## config.mk

```make
export PLATFORM = sky130hd
export DESIGN_NAME = ring_axis_shortest_move_positioner_top
export DESIGN_NICKNAME = d
export VERILOG_FILES = /design/src/hdl/rsmp_pkg.sv /design/src/hdl/ring_axis_shortest_move_positioner_top.sv
export VERILOG_INCLUDE_DIRS = /design/src /design/src/hdl
export SDC_FILE = /design/constraint.sdc
export NUM_CORES = 1
export LEC_CHECK = 0
export BUFFER_PORTS_ARGS = -buffer_cell sky130_fd_sc_hd__buf_2
export CAP_MARGIN = 10
export CELL_PAD_IN_SITES_DETAIL_PLACEMENT = 2
export CELL_PAD_IN_SITES_GLOBAL_PLACEMENT = 2
export CORE_UTILIZATION = 36
export DETAILED_ROUTE_END_ITERATION = 7
export PLACE_DENSITY_LB_ADDON = 0.1
export SYNTH_ARGS = -nofsm -noshare
export SYNTH_HDL_FRONTEND = slang
export SYNTH_SLANG_ARGS = --single-unit
```

## constraint.sdc

```tcl
create_clock -name aclk -period 11.9 [get_ports aclk]
set_input_delay 0.595 -clock aclk [delete_from_list [all_inputs] [get_ports aclk]]
set_output_delay 0.595 -clock aclk [all_outputs]
set_load 0.01 [all_outputs]
```

## src/hdl/assert_macros.svh

```systemverilog
// assertion macros used by the positioner top level
`ifndef ASSERT_MACROS_SVH
`define ASSERT_MACROS_SVH
`ifndef SYNTHESIS
// property that must hold at every clock edge outside reset
`define RSMP_ASSERT(label, clk, rstn, prop) \
    label: assert property (@(posedge clk) disable iff (!(rstn)) (prop)) \
        else $error("rsmp assertion failed");
// condition in one cycle implies a consequence in the next cycle
`define RSMP_ASSERT_NEXT(label, clk, rstn, cond, cons) \
    label: assert property (@(posedge clk) disable iff (!(rstn)) (cond) |=> (cons)) \
        else $error("rsmp assertion failed");
`else
`define RSMP_ASSERT(label, clk, rstn, prop)
`define RSMP_ASSERT_NEXT(label, clk, rstn, cond, cons)
`endif
`endif

```

## src/hdl/rsmp_pkg.sv

```systemverilog
// shared types and constants of the ring axis shortest move positioner
`default_nettype none
package rsmp_pkg;

    localparam int POS_BITS = 16;
    localparam int CFG_IDX_BITS = 2;

    localparam logic [POS_BITS-1:0] RING_PERIOD_RESET = 16'd65535;
    localparam logic [POS_BITS-1:0] DECEL_RESET = 16'd0;

    typedef enum logic [2:0] {
        ST_NONE     = 3'd0,
        ST_ACCEPTED = 3'd1,
        ST_RANGE    = 3'd2,
        ST_THERE    = 3'd3,
        ST_TIE      = 3'd4
    } status_t;

    typedef enum logic [1:0] {
        DRV_STOP = 2'd0,
        DRV_FWD  = 2'd1,
        DRV_BWD  = 2'd2
    } drive_t;

    localparam logic [CFG_IDX_BITS-1:0] CFG_RING_PERIOD = 2'd0;
    localparam logic [CFG_IDX_BITS-1:0] CFG_DECEL_DISTANCE = 2'd1;

endpackage
`default_nettype wire

```

## src/hdl/ring_axis_shortest_move_positioner_top.sv

```systemverilog
// top level of the ring axis shortest move positioner
`default_nettype none
`include "assert_macros.svh"
// Positioner for a rotary axis whose encoder wraps at ring_period counts. Every
// input transfer carries the current encoder count and, when s_cmd_valid is set,
// a move command with a target. A command picks the shorter way round the ring,
// sets a brake point (braking distance halved on short trips) and drives forward
// or backward; every transfer then checks the brake point and stops the drive
// with m_done_res when it is passed. Exactly one result transfer leaves for each
// input transfer, in order. Rate: one item per clock cycle sustained while m_ready
// holds; each item passes the input register, then the result register, and
// the command decode, distance and brake point arithmetic and the stop check sit
// in one combinational pass between those two registers. Configuration writes
// (index 0 ring_period, 1 decel_distance, other indexes ignored) are always
// taken, and are meant for when no item is in flight.
module ring_axis_shortest_move_positioner_top (
    input  wire logic                               aclk,
    input  wire logic                               aresetn,
    // configuration write channel
    input  wire logic                               cfg_valid,
    output logic                                    cfg_ready,
    input  wire logic [rsmp_pkg::CFG_IDX_BITS-1:0]  cfg_index,
    input  wire logic [rsmp_pkg::POS_BITS-1:0]      cfg_data,
    // input item channel
    input  wire logic                               s_valid,
    output logic                                    s_ready,
    input  wire logic [rsmp_pkg::POS_BITS-1:0]      s_position,
    input  wire logic                               s_cmd_valid,
    input  wire logic [rsmp_pkg::POS_BITS-1:0]      s_target,
    // result channel
    output logic                                    m_valid,
    input  wire logic                               m_ready,
    output logic [2:0]                              m_cmd_status,
    output logic [1:0]                              m_drive,
    output logic                                    m_done_res,
    output logic [rsmp_pkg::POS_BITS-1:0]           m_brake_at
);

    localparam int PB = rsmp_pkg::POS_BITS;

    // configuration registers
    logic [PB-1:0] ring_period_reg;
    logic [PB-1:0] decel_reg;

    // input register
    logic          in_valid_reg;
    logic [PB-1:0] in_pos_reg;
    logic          in_cmd_reg;
    logic [PB-1:0] in_tgt_reg;

    // positioner state
    rsmp_pkg::drive_t direction_reg;
    rsmp_pkg::drive_t direction_next;
    logic [PB-1:0]    brake_point_reg;
    logic [PB-1:0]    brake_point_next;
    logic [PB-1:0]    goal_reg;
    logic [PB-1:0]    goal_next;

    // result register
    logic              out_valid_reg;
    rsmp_pkg::status_t out_status_reg;
    rsmp_pkg::drive_t  out_drive_reg;
    logic              out_done_reg;
    logic [PB-1:0]     out_brake_reg;

    // combinational pass
    rsmp_pkg::status_t status_next;
    rsmp_pkg::drive_t  dir_cmd;
    rsmp_pkg::drive_t  dir_pick;
    logic              done_next;
    logic              advance;
    logic              in_range;
    logic [PB-1:0]     fwd_dist;
    logic [PB-1:0]     bwd_dist;
    logic [PB-1:0]     trip;
    logic [PB-1:0]     brk;
    logic [PB-1:0]     room;
    logic [PB-1:0]     bp_cmd;
    logic [PB-1:0]     goal_cmd;

    // handshakes: result register frees when empty or taken, input register
    // refills whenever its item moves on
    assign advance   = in_valid_reg && (!out_valid_reg || m_ready);
    assign s_ready   = !in_valid_reg || advance;
    assign cfg_ready = 1'b1;

    // configuration writes
    always_ff @(posedge aclk) begin
        if (!aresetn) begin
            ring_period_reg <= rsmp_pkg::RING_PERIOD_RESET;
            decel_reg       <= rsmp_pkg::DECEL_RESET;
        end else if (cfg_valid) begin
            unique case (cfg_index)
                rsmp_pkg::CFG_RING_PERIOD:    ring_period_reg <= cfg_data;
                rsmp_pkg::CFG_DECEL_DISTANCE: decel_reg       <= cfg_data;
                default: ;
            endcase
        end
    end

    // command decode and distances, all wrapping at the port width
    always_comb begin
        in_range = (in_tgt_reg != '0) && (in_tgt_reg < ring_period_reg);
        if (in_pos_reg < in_tgt_reg) begin
            fwd_dist = in_tgt_reg - in_pos_reg;
            bwd_dist = ring_period_reg - in_tgt_reg + in_pos_reg;
        end else begin
            fwd_dist = ring_period_reg - in_pos_reg + in_tgt_reg;
            bwd_dist = in_pos_reg - in_tgt_reg;
        end

        dir_pick = (fwd_dist > bwd_dist) ? rsmp_pkg::DRV_BWD : rsmp_pkg::DRV_FWD;
        trip     = (dir_pick == rsmp_pkg::DRV_FWD) ? fwd_dist : bwd_dist;

        // short trip: brake at half way
        if ({1'b0, trip} < {decel_reg, 1'b0}) begin
            brk = trip >> 1;
        end else begin
            brk = decel_reg;
        end

        room = ring_period_reg - in_tgt_reg;
        if (dir_pick == rsmp_pkg::DRV_FWD) begin
            if (brk > in_tgt_reg) begin
                bp_cmd = ring_period_reg - (brk - in_tgt_reg);
            end else begin
                bp_cmd = in_tgt_reg - brk;
            end
        end else begin
            if (brk > room) begin
                bp_cmd = brk - room;
            end else begin
                bp_cmd = in_tgt_reg + brk;
            end
        end

        // state after the command part
        status_next      = rsmp_pkg::ST_NONE;
        dir_cmd          = direction_reg;
        brake_point_next = brake_point_reg;
        goal_cmd         = goal_reg;
        if (in_cmd_reg) begin
            if (!in_range) begin
                status_next = rsmp_pkg::ST_RANGE;
            end else if (in_pos_reg == in_tgt_reg) begin
                status_next = rsmp_pkg::ST_THERE;
            end else if (fwd_dist == bwd_dist) begin
                status_next = rsmp_pkg::ST_TIE;
                goal_cmd    = in_tgt_reg;
                dir_cmd     = rsmp_pkg::DRV_STOP;
            end else begin
                status_next      = rsmp_pkg::ST_ACCEPTED;
                goal_cmd         = in_tgt_reg;
                dir_cmd          = dir_pick;
                brake_point_next = bp_cmd;
            end
        end
        goal_next = goal_cmd;

        // stop check on the same position, taking the wrap of the brake point
        case (dir_cmd)
            rsmp_pkg::DRV_FWD: begin
                if (brake_point_next < goal_cmd) begin
                    done_next = in_pos_reg >= brake_point_next;
                end else if (brake_point_next > goal_cmd) begin
                    done_next = (in_pos_reg >= brake_point_next) || (in_pos_reg < goal_cmd);
                end else begin
                    done_next = in_pos_reg == brake_point_next;
                end
            end
            rsmp_pkg::DRV_BWD: begin
                if (brake_point_next > goal_cmd) begin
                    done_next = in_pos_reg <= brake_point_next;
                end else if (brake_point_next < goal_cmd) begin
                    done_next = (in_pos_reg <= brake_point_next) || (in_pos_reg > goal_cmd);
                end else begin
                    done_next = in_pos_reg == brake_point_next;
                end
            end
            default: done_next = 1'b0;
        endcase

        direction_next = done_next ? rsmp_pkg::DRV_STOP : dir_cmd;
    end

    // input register, state and result register
    always_ff @(posedge aclk) begin
        if (!aresetn) begin
            in_valid_reg    <= 1'b0;
            out_valid_reg   <= 1'b0;
            direction_reg   <= rsmp_pkg::DRV_STOP;
            brake_point_reg <= '0;
            goal_reg        <= '0;
        end else begin
            if (s_ready) begin
                in_valid_reg <= s_valid;
            end
            if (advance) begin
                out_valid_reg   <= 1'b1;
                direction_reg   <= direction_next;
                brake_point_reg <= brake_point_next;
                goal_reg        <= goal_next;
            end else if (m_ready) begin
                out_valid_reg <= 1'b0;
            end
        end
        if (s_ready && s_valid) begin
            in_pos_reg <= s_position;
            in_cmd_reg <= s_cmd_valid;
            in_tgt_reg <= s_target;
        end
        if (advance) begin
            out_status_reg <= status_next;
            out_drive_reg  <= direction_next;
            out_done_reg   <= done_next;
            out_brake_reg  <= brake_point_next;
        end
    end

    assign m_valid      = out_valid_reg;
    assign m_cmd_status = out_status_reg;
    assign m_drive      = out_drive_reg;
    assign m_done_res   = out_done_reg;
    assign m_brake_at   = out_brake_reg;

    // a stop flag always comes with a stopped drive
    `RSMP_ASSERT(a_done_stops, aclk, aresetn,
        !(m_valid && m_done_res && (m_drive != rsmp_pkg::DRV_STOP)))
    // the shown drive matches the held direction state
    `RSMP_ASSERT(a_drive_state, aclk, aresetn,
        !m_valid || (m_drive == direction_reg))
    // only an accepted command moves the brake point
    `RSMP_ASSERT_NEXT(a_brake_hold, aclk, aresetn,
        advance && (status_next != rsmp_pkg::ST_ACCEPTED), $stable(brake_point_reg))
    // a waiting input item is never dropped
    `RSMP_ASSERT_NEXT(a_in_hold, aclk, aresetn,
        in_valid_reg && !advance, in_valid_reg)

endmodule
`default_nettype wire

```

==> results.toml <==
[outcome]
status = "completed"

[clock_tree]
numCtsBuffers = 17
worstSkewPairLatency_ns = 0.48
ctsHtreeMaxLevel = 4
cts_sinks = 123
holdBufCountCts = 0
clk_pin_slew_ns = 0.06
cts_tree = "built"
cts_root_buf = "clkbuf_16"
clock_path_buffers = 2

[timing]
finClkSkew_ns = 0.0190
max_freq_mhz = 84.5
slew_headroom_pct = 31.3
min_period_over_period_pct = 99.4
drv_slew = 0
setup_viol = 0
worst_pin_slew_ns = 1.03
finalHoldViolCount = 0
period_needed_ns = 11.83
finalSetupTns_ns = 0

[hold_path]
hp-start = "s_position[10]"
hold_path.class = "input pin to register"

[synth]
ys_ff_latch = 123
synth_cell_types = 101
syn_avg_cell_area_sq_um = 8.44
ys.flop_type = "dfxtp_1"
synth-async-reset-ratio_pct = 0
yosys.area.top_type = "ha_1"
synth_enable_flop_cells = 55
ys_seq_area_share_pct = 19.5
yosysWarningCount = 0
synth_area_leaders = "ha_1 18%, edfxtp_1 11%, dfxtp_1 8.8%, a21oi_1 4.8%, fa_1 4.8%"
synth_cells = 1831
syn_area_sq_um = 15500
synth_top_area_share_pct = 17.9

[drt]
wl_microns = 74900
drcViolationCount = 0
viasPerCell = 5.95
dr.pass1.iters = 6
drt.antenna.violating_nets = 0
num_vias = 15600
drtIter0Drc = 870
wl_per_cell_microns = 28.5

[grt]
grt_pass1_wl_microns = 106000
grt_max_degree = 57
grtUsageTotal_pct = 33.0
grt-ovfl-total = 0
first_global_vias = 16500
antenna_found_initial = 2

[floorplan]
die_y_microns = 209
start_util_pct = 36.7
dieArea_sq_um = 43800
coreArea_sq_um = 42100
pin_count = 81
placementRows = 75
die_w_microns = 209

[finish]
drive_above_1_share_pct = 27.5
synthToLayoutAreaGrowth_pct = 24.9
fin_nets = 2388
diodes = 0

[placement]
portBuffers = 79
gp_congestion = 0.927
post-dp-hpwl_microns = 59400

[worst_setup_path]
rr_startpoint = "in_tgt_reg[0]$_DFFE_PP_"
crit_top_cell = "buf_4"
required_ns = 12.12
r2r_slack_ns = 0.07
critPathLaunch = "in_tgt_reg[0]$_DFFE_PP_"
worst_setup_path_end_kind = "register"
cpPeakStageDelay_ns = 0.46
cp_max_fo = 10
arrival_ns = 12.05
worstSetupPathType = "register to register"
cp_slowest_cell = "fa_1"
cp-start-kind = "register"

[run]
drv_cap = 0
==> critical path: cells and delay by family (launching register included) <==
| kind | cells | cell delay, ns |
|---|---|---|
| AO/OA/AOI/OAI | 21 | 3.53 |
| XOR/XNOR | 2 | 0.46 |
| adder cells (fa/ha/maj) | 8 | 2.48 |
| buffers and inverters | 6 | 0.92 |
| flip-flops | 1 | 0.43 |
| multiplexers | 2 | 0.55 |
| AND/OR/NAND/NOR | 15 | 3.15 |
==> per-layer routing <==
layer | track usage [%] | share of wire (%)
met5 | 0 | 0
met4 | 12.8 | 4.3
met3 | 4.78 | 4.3
met2 | 57.4 | 49
met1 | 41.0 | 43
==> cell usage in the layout, fill, tap and decap left out, types with 10 or more instances in the layout <==
master	synthesis	layout
o211ai_1	30	30
nor2b_1	26	23
a21oi_1	148	122
o21ai_2	0	18
inv_1	151	149
o21ai_1	20	22
xnor2_1	66	61
ha_1	221	202
buf_2	25	79
xor2_1	38	33
nand2_1	131	128
nand4_1	24	24
a211oi_1	25	16
o21a_1	39	39
nor2_1	125	119
mux2i_1	42	31
a21o_1	60	60
buf_4	10	199
a211oi_2	15	24
ha_4	0	12
dfxtp_1	68	67
nor3_1	32	27
clkbuf_16	0	17
fa_1	37	35
nand3_1	34	34
mux2_2	18	15
a21oi_2	16	38
o31a_1	10	10
or3_1	15	13
o21bai_1	15	14
nand2b_1	20	20
o21ai_0	88	69
edfxtp_1	55	55
==> worst paths after layout <==
kind	depth (start not counted)	end
worst max-delay path	54	m_drive[0]$_DFFE_PP_
worst max register to register	54	m_drive[0]$_DFFE_PP_
worst min register to register	2	brake_point_reg[10]$_SDFFE_PN0P_
worst min-delay path	1	in_pos_reg[10]$_DFFE_PP_
==> area by class of cell <==
class	instances	area (sq um)
fill	4707	22800
multi-input combinational	1493	12500
tap	539	674
inverter	152	574
timing repair buffer	287	2020
clock inverter	14	113
clock buffer	18	429
sequential	123	3010
==> synthesized netlist by cell type, types with 7 or more instances <==
master	number
dfxtp_1	68
a21oi_2	16
o21ai_1	20
nand4_1	24
or3_1	15
buf_2	25
mux2i_1	42
o21bai_1	15
mux2_2	18
edfxtp_1	55
a211oi_2	15
nor3_1	32
and2_1	9
a211oi_1	25
ha_1	221
nand3_1	34
buf_4	10
a21oi_1	148
o21ai_0	88
nor2b_1	26
a21o_1	60
and3_1	10
nand2_1	131
and4_1	7
xor2_1	38
a31oi_1	15
nor2_1	125
inv_1	151
nor4_1	8
fa_1	37
clkbuf_1	25
a211o_1	7
o31ai_1	7
nand2b_1	20
o211ai_1	30
xnor2_1	66
or2_2	9
o31a_1	10
o21a_1	39
==> cells by family (layout without fill, tap and decap cells) <==
group	Yosys count	count (layout)	share of synthesized area [%]
AOI/OAI and AO/OA	575	576	25.6
muxes	66	66	4.62
buffers and inverters	218	471	5.89
DFF	123	123	19.5
and+or+nand+nor	484	485	15.6
other	2	3	0.0486
xor gates and xnor gates	105	105	6.05
adders and majority gates	258	258	22.7
==> metrics by stage <==
stage | area (sq um) | utilization [%] | hold slack, ns | cells | worst slack, ns
final | 19300 | 45.8 | 0.287 | 2626 | 0.0699
after global routing | 19300 | 45.8 | 0.275 | 2626 | -0.424
after CTS | 18200 | 43.3 | 0.269 | 2584 | 0.00420
after detailed placement | 17400 | 41.2 | 0.462 | 2540 | -0.588
after global placement | 17400 | 41.2 | 0.450 | 2540 | -0.184
after floorplan | 15500 | - | 0.436 | 1832 | 0.360
==> what timing repair did <==
item / in CTS / in global routing
endpoints found under the setup margin: 5 / 5
cloned: 0 / 2
pin swaps: 23 / 77
gates resized for setup: 50 / 152
setup buffers: 12 / 41
Power is not shown: default switching activity piles up to over one toggle a cycle in this logic, so the estimate is an artifact.
